`src/rtl/mssd_pkg.sv`:
```
// ----------------------------------------------------------------------------
// mssd_pkg
// Shared types, codes and the segment table of the seven-segment driver.
// ----------------------------------------------------------------------------
package mssd_pkg;

  typedef enum logic [1:0] {
    ST_OK         = 2'd0,
    ST_NO_ACCESS  = 2'd1,
    ST_DISABLED   = 2'd2,
    ST_BAD_FORMAT = 2'd3
  } status_e;

  typedef enum logic [1:0] {
    MODE_BIN  = 2'd0,
    MODE_DEC  = 2'd1,
    MODE_HEX  = 2'd2,
    MODE_CHAR = 2'd3
  } mode_e;

  typedef enum logic [2:0] {
    CFG_DIGIT_COUNT     = 3'd0,
    CFG_DISPLAY_MODE    = 3'd1,
    CFG_COMMON_ANODE    = 3'd2,
    CFG_REPEAT_COUNT    = 3'd3,
    CFG_ACCESS_ALLOWED  = 3'd4,
    CFG_DISPLAY_ENABLED = 3'd5
  } cfg_idx_e;

  localparam logic [7:0] ASCII_ZERO = 8'h30;
  localparam logic [7:0] ASCII_NINE = 8'h39;
  localparam logic [31:0] DIV10_MAGIC = 32'hCCCC_CCCD;

  typedef struct packed {
    logic [3:0] digit_count;
    mode_e      display_mode;
    logic       common_anode;
    logic [3:0] repeat_count;
    logic       access_allowed;
    logic       display_enabled;
  } cfg_t;

  typedef struct packed {
    status_e    status;
    mode_e      mode;
    logic       inv;
    logic [2:0] ndig_m1;
    logic [2:0] rep_m1;
  } ctrl_t;

  function automatic logic [7:0] seg_code(input logic [3:0] d);
    logic [7:0] s;
    case (d)
      4'h0: s = 8'h3F;
      4'h1: s = 8'h06;
      4'h2: s = 8'h5B;
      4'h3: s = 8'h4F;
      4'h4: s = 8'h66;
      4'h5: s = 8'h6D;
      4'h6: s = 8'h7D;
      4'h7: s = 8'h07;
      4'h8: s = 8'h7F;
      4'h9: s = 8'h6F;
      4'hA: s = 8'h77;
      4'hB: s = 8'h7C;
      4'hC: s = 8'h39;
      4'hD: s = 8'h5E;
      4'hE: s = 8'h79;
      default: s = 8'h71;
    endcase
    return s;
  endfunction

endpackage

```
`src/rtl/mssd_scan.sv`:
```
// ----------------------------------------------------------------------------
// mssd_scan
// Scan sequencer: walks digits MSB first over all repeats into the output
// register.
// ----------------------------------------------------------------------------
module mssd_scan import mssd_pkg::*; #(
  parameter int MAX_DIGITS = 8
) (
  input  logic                        clk_i,
  input  logic                        rst_ni,
  input  logic                        valid_i,
  output logic                        ready_o,
  input  ctrl_t                       ctrl_i,
  input  logic [MAX_DIGITS-1:0][3:0]  digits_i,
  output logic                        out_valid_o,
  input  logic                        out_stall_i,
  output logic [1:0]                  status_o,
  output logic [2:0]                  digit_select_o,
  output logic [7:0]                  segments_o,
  output logic                        last_o
);

  localparam int IDX_W = (MAX_DIGITS > 1) ? $clog2(MAX_DIGITS) : 1;

  logic                       busy_q, busy_d;
  ctrl_t                      ctrl_q;
  logic [MAX_DIGITS-1:0][3:0] digits_q;
  logic [2:0]                 pos_q, pos_d;
  logic [2:0]                 rep_q, rep_d;
  logic                       out_valid_q;
  logic [1:0]                 status_q;
  logic [2:0]                 dsel_q;
  logic [7:0]                 seg_q, seg_d;
  logic                       last_q;
  logic                       out_free, emit, last_now, load;

  assign out_free = !out_valid_q || !out_stall_i;
  assign emit     = busy_q && out_free;
  assign last_now = (rep_q == 3'd0) && (pos_q == 3'd0);
  assign ready_o  = !busy_q || (emit && last_now);
  assign load     = valid_i && ready_o;

  always_comb begin
    busy_d = busy_q;
    pos_d  = pos_q;
    rep_d  = rep_q;
    if (emit) begin
      if (pos_q == 3'd0) begin
        if (rep_q == 3'd0) begin
          busy_d = 1'b0;
        end else begin
          rep_d = rep_q - 3'd1;
          pos_d = ctrl_q.ndig_m1;
        end
      end else begin
        pos_d = pos_q - 3'd1;
      end
    end
    if (load) begin
      busy_d = 1'b1;
      pos_d  = ctrl_i.ndig_m1;
      rep_d  = ctrl_i.rep_m1;
    end
  end

  always_comb begin
    if (ctrl_q.status != ST_OK) begin
      seg_d = 8'd0;
    end else begin
      seg_d = seg_code(digits_q[pos_q[IDX_W-1:0]]) ^ {8{ctrl_q.inv}};
    end
  end

  always_ff @(posedge clk_i or negedge rst_ni) begin
    if (!rst_ni) begin
      busy_q      <= 1'b0;
      pos_q       <= 3'd0;
      rep_q       <= 3'd0;
      out_valid_q <= 1'b0;
    end else begin
      busy_q <= busy_d;
      pos_q  <= pos_d;
      rep_q  <= rep_d;
      if (out_free) begin
        out_valid_q <= emit;
      end
    end
  end

  always_ff @(posedge clk_i) begin
    if (load) begin
      ctrl_q   <= ctrl_i;
      digits_q <= digits_i;
    end
    if (emit) begin
      status_q <= ctrl_q.status;
      dsel_q   <= pos_q;
      seg_q    <= seg_d;
      last_q   <= last_now;
    end
  end

  assign out_valid_o    = out_valid_q;
  assign status_o       = status_q;
  assign digit_select_o = dsel_q;
  assign segments_o     = seg_q;
  assign last_o         = last_q;

endmodule

```
`config.mk`:
```
export PLATFORM = sky130hd
export DESIGN_NAME = mssd_scan
export DESIGN_NICKNAME = d
export VERILOG_FILES = /design/src/rtl/mssd_pkg.sv /design/src/rtl/mssd_scan.sv
export SDC_FILE = /design/constraint.sdc
export NUM_CORES = 1
export LEC_CHECK = 0
export BUFFER_PORTS_ARGS = -buffer_cell sky130_fd_sc_hd__clkbuf_2
export CAP_MARGIN = 20
export CORE_AREA = 5 5 112 114
export DETAILED_ROUTE_END_ITERATION = 8
export DIE_AREA = 0 0 117 119
export PLACE_DENSITY = 0.43
export SYNTH_ARGS = -nofsm -noshare
export SYNTH_HDL_FRONTEND = slang
export SYNTH_SLANG_ARGS = --single-unit
export TNS_END_PERCENT = 50
```
`constraint.sdc`:
```
create_clock -name clk_i -period 3.45 [get_ports clk_i]
set_input_delay 0.5175 -clock clk_i [delete_from_list [all_inputs] [get_ports clk_i]]
set_output_delay 0.5175 -clock clk_i [all_outputs]
set_load 0.1 [all_outputs]
```
==> impl_metrics.env <==
export IMPL_fillCellCount=1127
export IMPL_setup_slack_ns=0.6709
export IMPL_ant_nets=0
export IMPL_yosys_warnings=0
export IMPL_fin_nets=300
export IMPL_crit_fanout=11
export IMPL_worstPathRequired_ns=2.93
export IMPL_hold_viol=0
export IMPL_crit_buf_inv=2
export IMPL_layout_commonest_cell="clkbuf_2"
export IMPL_overflow=0
export IMPL_grt_first_pass_wirelength_mm=8.604
export IMPL_crit_family="buffers and inverters"
export IMPL_hold_buffers=0
export IMPL_cts_buffers=9
export IMPL_grtUsageTotal=0.08220
export IMPL_dpl_cell_area_um2=3253
export IMPL_clk_path_buf_depth=2
export IMPL_vias_per_cell=4.125
export IMPL_num_io_pins=63
export IMPL_setup_violations=0
export IMPL_vias=1613
export IMPL_drtIter0Drc=43
export IMPL_startpoint="pos_q[0]$_DFFE_PN0P_"
export IMPL_htreeDepth=3
export IMPL_grt_pass1_vias=1724
export IMPL_core_um2=11320
export IMPL_cap_violations=0
export IMPL_cp_slowest_cell="dfrtp_1"
export IMPL_ir_drop_uv=315.5
export IMPL_area_delta_synth_final_pct=29.12
export IMPL_setup_tns_ns=0
export IMPL_dp_slack_ns=0.6821
export IMPL_relSlewSlack=0.5809
export IMPL_period_share=0.8055
export IMPL_critical_path_cell_chain="inv_1, ha_1, nand3b_1, o21ai_2, clkbuf_2"
export IMPL_critPathKind="reg -> out"
export IMPL_syn_area_um2=2771
export IMPL_antennaDiodeCount=0
export IMPL_synth_nets=231
export IMPL_cts_resized=0
export IMPL_rows=39
export IMPL_cp_arrival_ns=2.26
export IMPL_route_detailed_drc=0
export IMPL_ys_types=36
export IMPL_tritoncts="done"
export IMPL_grt_max_degree=22
export IMPL_synthFlopType="edfxtp_1"
export IMPL_maxSlewViolCount=0
export IMPL_end_kind="primary output"
export IMPL_start_util=0.2448
export IMPL_synth_edff_count=52
export IMPL_status="finished, final reports clean"
export IMPL_postCtsSetupRepairBufs=0
export IMPL_syn_inst=174
export IMPL_globalplace_congestion=0.7336
export IMPL_period_needed_ns=2.779
export IMPL_firstDrtPassIters=4
export IMPL_hpwl_mm=3.982
export IMPL_p_leak_nw=1.442
export IMPL_ys_ff_latch=60
export IMPL_die_w_um=117
export IMPL_mostFrequentLayoutCells="clkbuf_2, edfxtp_1, mux2i_1"
export IMPL_drive_gt1_frac=0.3669
export IMPL_wl_mm=5.288
export IMPL_die_h_um=119
export IMPL_tightest_slew_ns=0.6287
export IMPL_wl_per_cell_um=13.52
export IMPL_power_density_nw_per_um2=907.0
export IMPL_r2r_start="pos_q[0]$_DFFE_PN0P_"
export IMPL_hold_path_class="in -> async"
export IMPL_port_buffers=60
export IMPL_total_power_w=0.003246
export IMPL_critPathLaunchType="flip-flop"
export IMPL_timing_fmax_ghz=0.3598
export IMPL_clkSinkCount=60
export IMPL_clockRootBuffer="clkbuf_16"
export IMPL_avgSynthCellArea_um2=15.93
export IMPL_antenna_found_initial=0
export IMPL_stdcell_area_um2=3578
export IMPL_clk_pin_slew_ns=0.06
export IMPL_ys_seq_area_frac=0.6357
export IMPL_cpPeakStageDelay_ns=0.56
export IMPL_dieArea_um2=13920
export IMPL_fin_skew_ns=0.005489
export IMPL_rsz0062_at_grt="no"
export IMPL_async_flop_share=0.1333
export IMPL_insertion_delay_ns=0.32
-- through the flow --
stage / instances / hold slack, ns / util
6_report: 391 / 0.04099 / 0.3161
4_1_cts: 391 / 0.04033 / 0.3161
3_3_place_gp: 375 / 0.3791 / 0.2874
5_1_grt: 391 / 0.04085 / 0.3161
2_1_floorplan: 174 / 0.2219 / -
3_5_place_dp: 375 / 0.3869 / 0.2874
-- layout make-up --
class,count,area (um^2),area share
clock buffers,9,225.2,0.06294
clock inverters,7,100.1,0.02797
inverters,13,52.55,0.01469
multi-input cells,95,917.1,0.2563
flip-flops and latches,60,1762,0.4923
well taps,143,178.9,0.05000
repair buffers,64,342.8,0.09580
-- sequential cells by signal, indices dropped and copies added (netlist names) --
signal / count
last_o: 1
busy_q: 1
rep_q: 3
pos_q: 3
segments_o: 8
out_valid_o: 1
ctrl_q: 6
digit_select_o: 3
digits_q: 32
status_o: 2
-- power breakdown --
group          switching [W]  internal, W
logic               0.000774     0.000506
registers           0.000104     0.000903
clock network       0.000324     0.000635
-- worst register-to-register path: stages (launching register included) --
cell	delay, ns
dfrtp_1	0.66
mux4_1	0.68
mux2i_4	0.29
ha_1	0.29
inv_1	0.07
and2_2	0.14
nor4_1	0.05
a211o_1	0.29
-- per-layer routing --
| layer | up-vias | track usage | routed length (um) |
|---|---|---|---|
| met2 | 61 | 0.1127 | 2282 |
| met5 | - | 0 | 0 |
| met1 | 736 | 0.1108 | 2418 |
| met3 | 8 | 0.03398 | 483 |
| met4 | 0 | 0.04086 | 103 |
| li1 | 808 | - | - |
-- path summary, 6_finish.rpt --
path	to	slack, ns	cells after the start
max	ready_o	0.67	5
min	busy_q$_DFFE_PN0P_	0.04	1
max reg2reg	segments_o[1]$_SDFFCE_PP0P_	0.71	7
min reg2reg	rep_q[2]$_DFFE_PN0P_	0.49	1
max in group asynchronous	pos_q[1]$_DFFE_PN0P_	3.22	1
min in group clk_i	digits_q[10]$_DFFE_PP_	0.37	1
-- cell usage after synthesis (all sizes together), types with 2 or more instances --
| master | count | area share |
|---|---|---|
| a21oi | 6 | 0.012 |
| a31oi | 2 | 0.0045 |
| and2 | 3 | 0.0072 |
| buf | 5 | 0.016 |
| dfrtp | 8 | 0.072 |
| edfxtp | 52 | 0.56 |
| ha | 10 | 0.045 |
| inv | 13 | 0.018 |
| mux2 | 2 | 0.0081 |
| mux2i | 22 | 0.093 |
| mux4 | 8 | 0.074 |
| nand2 | 7 | 0.0095 |
| nand2b | 2 | 0.0045 |
| nand3 | 5 | 0.0090 |
| nand3b | 2 | 0.0054 |
| nor2 | 6 | 0.0081 |
| nor3 | 2 | 0.0036 |
| o211ai | 2 | 0.0054 |
| o21ai | 6 | 0.011 |
-- cell families (layout without fill, tap and decap cells) --
logic type,count (synthesis),in the layout,share of synthesized area
compound gates,22,22,0.05011
fa+ha+maj,10,10,0.04515
buf+inv,19,93,0.03476
flops,60,60,0.6357
mux,32,32,0.1756
simple gates,31,31,0.05869
Note: power is estimated with default switching activity, not from simulation.
