## src/rtl/mssd_pkg.sv

```systemverilog
// ----------------------------------------------------------------------------
// mssd_pkg
// Shared types, codes and the segment table of the seven-segment driver.
// ----------------------------------------------------------------------------
package mssd_pkg;

  typedef enum logic [1:0] {
    ST_OK         = 2'd0,
    ST_NO_ACCESS  = 2'd1,
    ST_DISABLED   = 2'd2,
    ST_BAD_FORMAT = 2'd3
  } status_e;

  typedef enum logic [1:0] {
    MODE_BIN  = 2'd0,
    MODE_DEC  = 2'd1,
    MODE_HEX  = 2'd2,
    MODE_CHAR = 2'd3
  } mode_e;

  typedef enum logic [2:0] {
    CFG_DIGIT_COUNT     = 3'd0,
    CFG_DISPLAY_MODE    = 3'd1,
    CFG_COMMON_ANODE    = 3'd2,
    CFG_REPEAT_COUNT    = 3'd3,
    CFG_ACCESS_ALLOWED  = 3'd4,
    CFG_DISPLAY_ENABLED = 3'd5
  } cfg_idx_e;

  localparam logic [7:0] ASCII_ZERO = 8'h30;
  localparam logic [7:0] ASCII_NINE = 8'h39;
  localparam logic [31:0] DIV10_MAGIC = 32'hCCCC_CCCD;

  typedef struct packed {
    logic [3:0] digit_count;
    mode_e      display_mode;
    logic       common_anode;
    logic [3:0] repeat_count;
    logic       access_allowed;
    logic       display_enabled;
  } cfg_t;

  typedef struct packed {
    status_e    status;
    mode_e      mode;
    logic       inv;
    logic [2:0] ndig_m1;
    logic [2:0] rep_m1;
  } ctrl_t;

  function automatic logic [7:0] seg_code(input logic [3:0] d);
    logic [7:0] s;
    case (d)
      4'h0: s = 8'h3F;
      4'h1: s = 8'h06;
      4'h2: s = 8'h5B;
      4'h3: s = 8'h4F;
      4'h4: s = 8'h66;
      4'h5: s = 8'h6D;
      4'h6: s = 8'h7D;
      4'h7: s = 8'h07;
      4'h8: s = 8'h7F;
      4'h9: s = 8'h6F;
      4'hA: s = 8'h77;
      4'hB: s = 8'h7C;
      4'hC: s = 8'h39;
      4'hD: s = 8'h5E;
      4'hE: s = 8'h79;
      default: s = 8'h71;
    endcase
    return s;
  endfunction

endpackage

```

## src/rtl/mssd_check.sv

```systemverilog
// ----------------------------------------------------------------------------
// mssd_check
// Input stage: access, enable and format checks, repeat clamp, value prep.
// ----------------------------------------------------------------------------
module mssd_check import mssd_pkg::*; #(
  parameter int MAX_DIGITS  = 8,
  parameter int MAX_REPEATS = 8
) (
  input  logic        clk_i,
  input  logic        rst_ni,
  input  cfg_t        cfg_i,
  input  logic        valid_i,
  output logic        ready_o,
  input  logic [31:0] value_i,
  output logic        valid_o,
  input  logic        ready_i,
  output ctrl_t       ctrl_o,
  output logic [31:0] value_o
);

  logic        valid_q;
  ctrl_t       ctrl_d, ctrl_q;
  logic [31:0] value_d, value_q;
  logic [7:0]  ch;
  logic        bad_fmt;
  logic [3:0]  reps;

  assign ready_o = !valid_q || ready_i;
  assign ch      = value_i[7:0];

  always_comb begin
    if (cfg_i.display_mode == MODE_CHAR) begin
      bad_fmt = (ch < ASCII_ZERO) || (ch > ASCII_NINE) || (cfg_i.digit_count != 4'd1);
    end else begin
      bad_fmt = (cfg_i.digit_count == 4'd0) ||
                (32'(cfg_i.digit_count) > 32'(MAX_DIGITS));
    end

    if (cfg_i.repeat_count == 4'd0) begin
      reps = 4'd1;
    end else if (32'(cfg_i.repeat_count) > 32'(MAX_REPEATS)) begin
      reps = 4'(MAX_REPEATS);
    end else begin
      reps = cfg_i.repeat_count;
    end

    ctrl_d.mode    = cfg_i.display_mode;
    ctrl_d.inv     = cfg_i.common_anode;
    ctrl_d.ndig_m1 = 3'(cfg_i.digit_count - 4'd1);
    ctrl_d.rep_m1  = 3'(reps - 4'd1);
    if (!cfg_i.access_allowed) begin
      ctrl_d.status = ST_NO_ACCESS;
    end else if (!cfg_i.display_enabled) begin
      ctrl_d.status = ST_DISABLED;
    end else if (bad_fmt) begin
      ctrl_d.status = ST_BAD_FORMAT;
    end else begin
      ctrl_d.status = ST_OK;
    end
    if (ctrl_d.status != ST_OK) begin
      ctrl_d.ndig_m1 = 3'd0;
      ctrl_d.rep_m1  = 3'd0;
    end

    if (cfg_i.display_mode == MODE_CHAR) begin
      value_d = {24'd0, ch - ASCII_ZERO};
    end else begin
      value_d = value_i;
    end
  end

  always_ff @(posedge clk_i or negedge rst_ni) begin
    if (!rst_ni) begin
      valid_q <= 1'b0;
    end else if (ready_o) begin
      valid_q <= valid_i;
    end
  end

  always_ff @(posedge clk_i) begin
    if (ready_o && valid_i) begin
      ctrl_q  <= ctrl_d;
      value_q <= value_d;
    end
  end

  assign valid_o = valid_q;
  assign ctrl_o  = ctrl_q;
  assign value_o = value_q;

endmodule

```

## config.mk

```make
export PLATFORM = sky130hd
export DESIGN_NAME = mssd_check
export DESIGN_NICKNAME = d
export VERILOG_FILES = /design/src/rtl/mssd_pkg.sv /design/src/rtl/mssd_check.sv
export SDC_FILE = /design/constraint.sdc
export NUM_CORES = 1
export LEC_CHECK = 0
export BUFFER_PORTS_ARGS = -buffer_cell sky130_fd_sc_hd__buf_2
export CORE_UTILIZATION = 46
export CTS_BUF_LIST = sky130_fd_sc_hd__clkbuf_8
export CTS_CLUSTER_SIZE = 16
export DETAILED_ROUTE_END_ITERATION = 8
export PLACE_DENSITY = 0.9
export SETUP_SLACK_MARGIN = 0.3
export SLEW_MARGIN = 30
export SYNTH_ARGS = -nofsm -noshare
export SYNTH_HDL_FRONTEND = slang
export SYNTH_SLANG_ARGS = --single-unit
```

## constraint.sdc

```tcl
create_clock -name clk_i -period 2.1 [get_ports clk_i]
set_input_delay 0.42 -clock clk_i [delete_from_list [all_inputs] [get_ports clk_i]]
set_output_delay 0.42 -clock clk_i [all_outputs]
set_load 0.05 [all_outputs]
```

==> metrics.txt, run 1 <==
outcome finished, final reports clean; XOR/XNOR share of the synthesized area 2.931%; count of final hold-check violations 0; clk sinks 44; Area growth syn-to-layout 35.80%; Max Fclk 0.6799 GHz; max incr delay on CP 0.22 ns; Tcrit/Tclk final 70.03%; simple-gate share of the synthesized area 15.14%; largest family of logic cells by synthesized area simple AND/OR/NAND/NOR gates; unrepaired setup endpoints after global routing no; HP Class in -> reg; clock buffer depth 2; worst vdd ir 0.0005040 V; Worst Skew 0.008233 ns; DP Worst Slack 0.3270 ns; Synth top area share 72.02%; Worst-path clk slew 0.08 ns; GPL Wtd Cong 0.6806; flops & latches, synth 44; Final Util 66.01%; post-cts sizing count 0; H-tree depth 2; largest area contributor in the netlist edfxtp_1; mux share of post-synthesis cell area 0.6281%; Max-cap violations 0; DRT Pass-1 Iters 3; initial antenna violation count 1; routed vias 1168; Synth Warn # 0; Final WS setup 0.6293 ns; normalized max-slew margin 63.07%; routed vias/inst 4.545; critical path class in -> reg; Mapped Avg Cell Area 16.45 µm²; final net count 261; Least-Margin Pin Slew 0.5539 ns; critical path endpoint category flop; CTS tree yes; largest net degree at the start of global routing 44; hold_buf cts 1; Routed WL 3.437 mm; count of different cell masters after synthesis 24; Buf/Inv on CP 2; Clock Latency Late Sink 0.29 ns; Mapped Cells 109; Die W 64.43 µm; delay-heaviest family, CP compound AO/OA/AOI/OAI gates; die height 64.43 µm; worst hold slack 0.3117 ns; global-route wire length before repair 5.402 mm; remaining antenna violation count 0; Placeable Area 0.003689 mm²; most area-consuming cells after synthesis edfxtp_1, and2_1, ha_1, xnor2_1, a32oi_4; adder-cell area share of the yosys netlist 2.791%; critical path peak fanout 8; DRC Markers 0; Tmin final 1.471 ns; total CTS buffers 5; Antenna diodes 0; total leakage power 1.043 nW; die area 0.004151 mm²; vias in the first global route 1167; Total Power 2.038 mW; Avg WL per Cell 13.37 µm; Root Buffer clkbuf_8; crit path cell chain buf_2 -> inv_1 -> ha_1 -> nor2b_2 -> xnor2_1 -> a32oi_4 -> a21bo_1; layout cell share with drive strength beyond 1 51.20%; syn nets 162; Initial Util 48.61%; post-CTS setup buffer count 0; IO Port Bufs 93; max-slew violations 0; CP arrival 1.52 ns; number of I/O pins 94; DP HPWL 2.591 mm; final setup TNS 0 ns; gr usage total 17.89%; Critical-path top delay cell xnor2_1; Data required, critical path 2.15 ns; Seq/Total Area, Yosys 73.41%; Setup crit start kind input pin; Setup-failing EPs final 0; Compound-Gate Fraction of Synth Area 3.768%; initial drt markers 97; Pwr Density 837.2 mW/mm²; Cell Rows 22; Congestion Overflow GR 0; Post-Syn Area 0.001793 mm²
synthesized netlist by cell type, drive strengths merged:
master  number
o21bai       1
nand2        2
nor4b        1
nand2b       3
nor2b        2
buf          1
inv          3
a21bo        1
a32oi        1
xor2         2
nor2         2
o21a         2
xnor2        4
ha           4
edfxtp      43
clkbuf       2
and2        25
a211oi       1
nor3b        1
dfrtp        1
mux2         1
nor3         6
through the flow:
stage          cells  area, µm²
5_1_grt          257       2435
3_5_place_dp     248       2318
2_1_floorplan    109       1798
6_report         257       2435
3_3_place_gp     248       2318
4_1_cts          257       2435
worst register-to-register path: stages (launching register included):
cell      delay, ns
dfrtp_1        0.40
nand2b_2       0.10
and2_4         0.51
layout make-up:
type / count / area [µm²]
repair buffers: 95 / 483.0
multi-input cells: 59 / 457.9
inverters: 3 / 11.26
fillers: 295 / 1254
well taps: 48 / 60.06
flip-flops and latches: 44 / 1316
clock buffers: 5 / 68.82
clock inverters: 3 / 37.54
metal layers:
metal	part of all wire [%]	GRT usage (%)	routed length [µm]
met2	49	30.53	1686
met4	1.9	6.667	65
met1	40	19.93	1387
met3	8.7	7.394	298
met5	0	0	0
path summary, 6_finish.rpt:
check | endpoint | depth (start not counted) | slack (ns) | from
setup / recovery | ctrl_o[9] | 7 | 0.63 | cfg_i[9]
hold / removal | value_o[0] | 1 | 0.31 | value_i[0]
setup reg to reg | value_o[8] | 2 | 0.71 | valid_o
hold reg to reg | valid_o | 2 | 0.55 | valid_o
max in group asynchronous | valid_o | 2 | 1.58 | rst_ni
min in group asynchronous | valid_o | 2 | 0.44 | rst_ni
power breakdown:
group / switching [mW] / leakage (nW) / internal [mW]
clock: 0.266 / 0.0532 / 0.346
sequential: 0.0120 / 0.427 / 1.03
combinational: 0.277 / 0.563 / 0.109
flip-flops by register name, indices dropped and copies added, names as in the netlist:
signal,flops
value_o,32
ctrl_o,11
valid_o,1
logic make-up after synthesis:
group / after synthesis
flops: 44
xor+xnor: 6
mux: 1
fa+ha+maj: 4
simple gates: 42
buf+inv: 6
compound gates: 6
cells in the final DEF (no fill, tap or decap), types with 2 or more instances in the layout:
| master | n |
|---|---|
| buf_2 | 93 |
| o21a_1 | 2 |
| inv_1 | 3 |
| nand2_1 | 2 |
| xnor2_1 | 4 |
| xor2_1 | 2 |
| clkinv_1 | 2 |
| edfxtp_1 | 43 |
| nand2b_1 | 2 |
| clkbuf_8 | 5 |
| and2_1 | 24 |
| nor3_1 | 5 |
| ha_1 | 4 |
| nor2_1 | 2 |
Power figures use the tool's default switching activity.
==> inputs of run 2 (changes only) <==
CORE_UTILIZATION = 42   (was 46)
PLACE_DENSITY = 0.87   (was 0.9)
clock period = 1.35 ns   (was 2.1 ns; I/O delays follow)
==> run 2 against run 1 <==
Against the previous run: combinational power up 120%; cell area up 24%; worst hold slack worse by 0.16 ns; critical path depth down 5; sequential power up 58%; die area up 9.2%; register-to-register slack worse by 0.57 ns; clock skew down 0.0037 ns; largest cell class unchanged; core utilization up 8.7 points; sequential share of layout area down 11 points.
==> metrics.txt, run 2 (same netlist as run 1, synthesis figures left out) <==
total CTS buffers 5 (unchanged); Root Buffer clkbuf_8; number of I/O pins 94 (unchanged); Placeable Area 0.004058 mm² (+10%); Routed WL 4.253 mm (+24%); DRC Markers 0 (unchanged); unrepaired setup endpoints after global routing yes; normalized max-slew margin 70.24% (+7.2 points); reg2reg setup slack 0.14 ns (-0.57 ns); Worst Skew 0.004488 ns (-0.003745 ns); CP arrival 0.94 ns (-0.58 ns); Total Power 3.235 mW (+59%); CTS tree yes; layout cell share with drive strength beyond 1 60.89% (+9.7 points); most frequent cells in the layout buf_6, buf_2, edfxtp_1; Critical-path top delay cell dfrtp_2; Setup crit start kind flop; Max Fclk 0.8233 GHz; outcome finished, final reports clean; Congestion Overflow GR 0 (unchanged); number of stages on the worst setup path 2 (-5); worst hold slack 0.1510 ns (-0.1607 ns); initial antenna violation count 0 (-1); count of final hold-check violations 0 (unchanged); global-route wire length before repair 6.085 mm (+13%); max incr delay on CP 0.42 ns (+0.20 ns); final setup TNS 0 ns (unchanged); Initial Util 44.19% (-4.4 points); critical path class reg -> out; Worst-path clk slew 0.07 ns (about the same); clk sinks 44 (unchanged); Clock Latency Late Sink 0.29 ns (about the same); Data required, critical path 1.08 ns (-1.07 ns); initial drt markers 61 (-37%); Largest register FFs 32 (unchanged); crit path cell chain nand2b_4 -> buf_8; total leakage power 1.275 nW (+22%); Avg WL per Cell 15.47 µm (+16%); DRT Pass-1 Iters 4 (+1); die height 67.34 µm (+4.5%); critical path peak fanout 3 (-5); Die W 67.34 µm (+4.5%); remaining antenna violation count 0 (unchanged); Final WS setup 0.1354 ns (-0.4939 ns); GPL Wtd Cong 0.7098 (+4.3%); fillcell total 257 (-13%); Area growth syn-to-layout 69.02%; Max-cap violations 0 (unchanged); Pwr Density 1068 mW/mm² (+28%); Tmin final 1.215 ns; area of the multi-input gates 551.8 µm² (+20%); final net count 278 (+6.5%); Setup-failing EPs final 0 (unchanged); commonest non-fill, non-tap cell in the layout buf_6; DP Worst Slack -0.2110 ns (-0.5379 ns); Hold Path Cell Cnt 1 (unchanged); HP Class in -> reg; critical path endpoint category output port; delay-heaviest family, CP flip-flops; placed cells 260 (+4.8%); routed vias/inst 4.698 (+3.4%); Buf/Inv on CP 1 (-1); largest net degree at the start of global routing 25 (-43%); fin cells 275 (+7.0%); clock buffer depth 2 (unchanged); die area 0.004534 mm² (+9.2%); H-tree depth 2 (unchanged); IO Port Bufs 93 (unchanged); Least-Margin Pin Slew 0.4453 ns (-0.1086 ns); vias in the first global route 1301 (+11%); gr usage total 19.25% (+1.4 points); routed vias 1292 (+11%); worst-case reg-to-reg path depth 3 (+1); DP HPWL 2.835 mm (+9.4%); max-slew violations 0 (unchanged); Cell Rows 23 (+4.5%); worst vdd ir 0.0005400 V (+7.1%); FF+latch area 0.001318 mm² (about the same); Antenna diodes 0 (unchanged); Tcrit/Tclk final 89.97%
## run 2: cell count changes in the layout (fill, tap and decap cells not counted), moves of 2 or more
cell | before | now
buf_12 | 0 | 4
buf_2 | 93 | 44
buf_4 | 1 | 12
buf_6 | 0 | 47
buf_8 | 0 | 2
clkinv_1 | 2 | 0
ha_1 | 4 | 2
ha_4 | 0 | 2
nor3_1 | 5 | 0
nor3_2 | 1 | 3
nor3_4 | 0 | 3
## run 2: repair_timing
action	CTS	global route
gates resized for setup	105	8
cloned	0	2
endpoints found under the setup margin	96	96
pin swaps	6	7
buffers inserted	3	2
hold buffers	1	0
endpoints found under the hold margin	1	0
## run 2: path summary, 6_finish.rpt
kind / startpoint / endpoint
max: valid_o / ready_o
min: value_i[0] / value_o[0]
max reg2reg: valid_o / value_o[26]
min reg2reg: valid_o / valid_o
max in group asynchronous: rst_ni / valid_o
min in group asynchronous: rst_ni / valid_o
## run 2: where the power goes
part	switching [mW]	internal, mW	total [mW]
Clock	0.417	0.344	0.762
Sequential	0.0375	1.60	1.64
Combinational	0.481	0.354	0.835
Total	0.935	2.30	3.24
## run 2: cell type report
| cell class | instances | area share, % |
|---|---|---|
| clock inverter | 2 | 0.2890 |
| inverter | 3 | 0.9496 |
| clock buffer | 5 | 2.271 |
| timing repair buffer | 112 | 32.74 |
| sequential | 44 | 43.48 |
| tap | 50 | 2.064 |
| multi-input combinational | 59 | 18.21 |
## run 2: worst register-to-register path, stage by stage (launching register included)
cell,delay [ns]
dfrtp_2,0.42
nand2b_4,0.09
and2_4,0.23
buf_12,0.18
## run 2: per-layer routing
metal	vias up	share of wire, %	track usage, %
met2	59	59	35.13
met4	0	2.5	8.777
met5	-	0	0
met1	605	31	18.66
met3	9	7.6	7.939
li1	619	-	-
## run 2: per-stage QoR
stage               cell area (µm²)  utilization [%]
floorplan                      1856                -
global placement               2472            60.93
detailed placement             2472            60.93
CTS                            2928            72.16
global route                   3030            74.68
finish                         3030            74.68
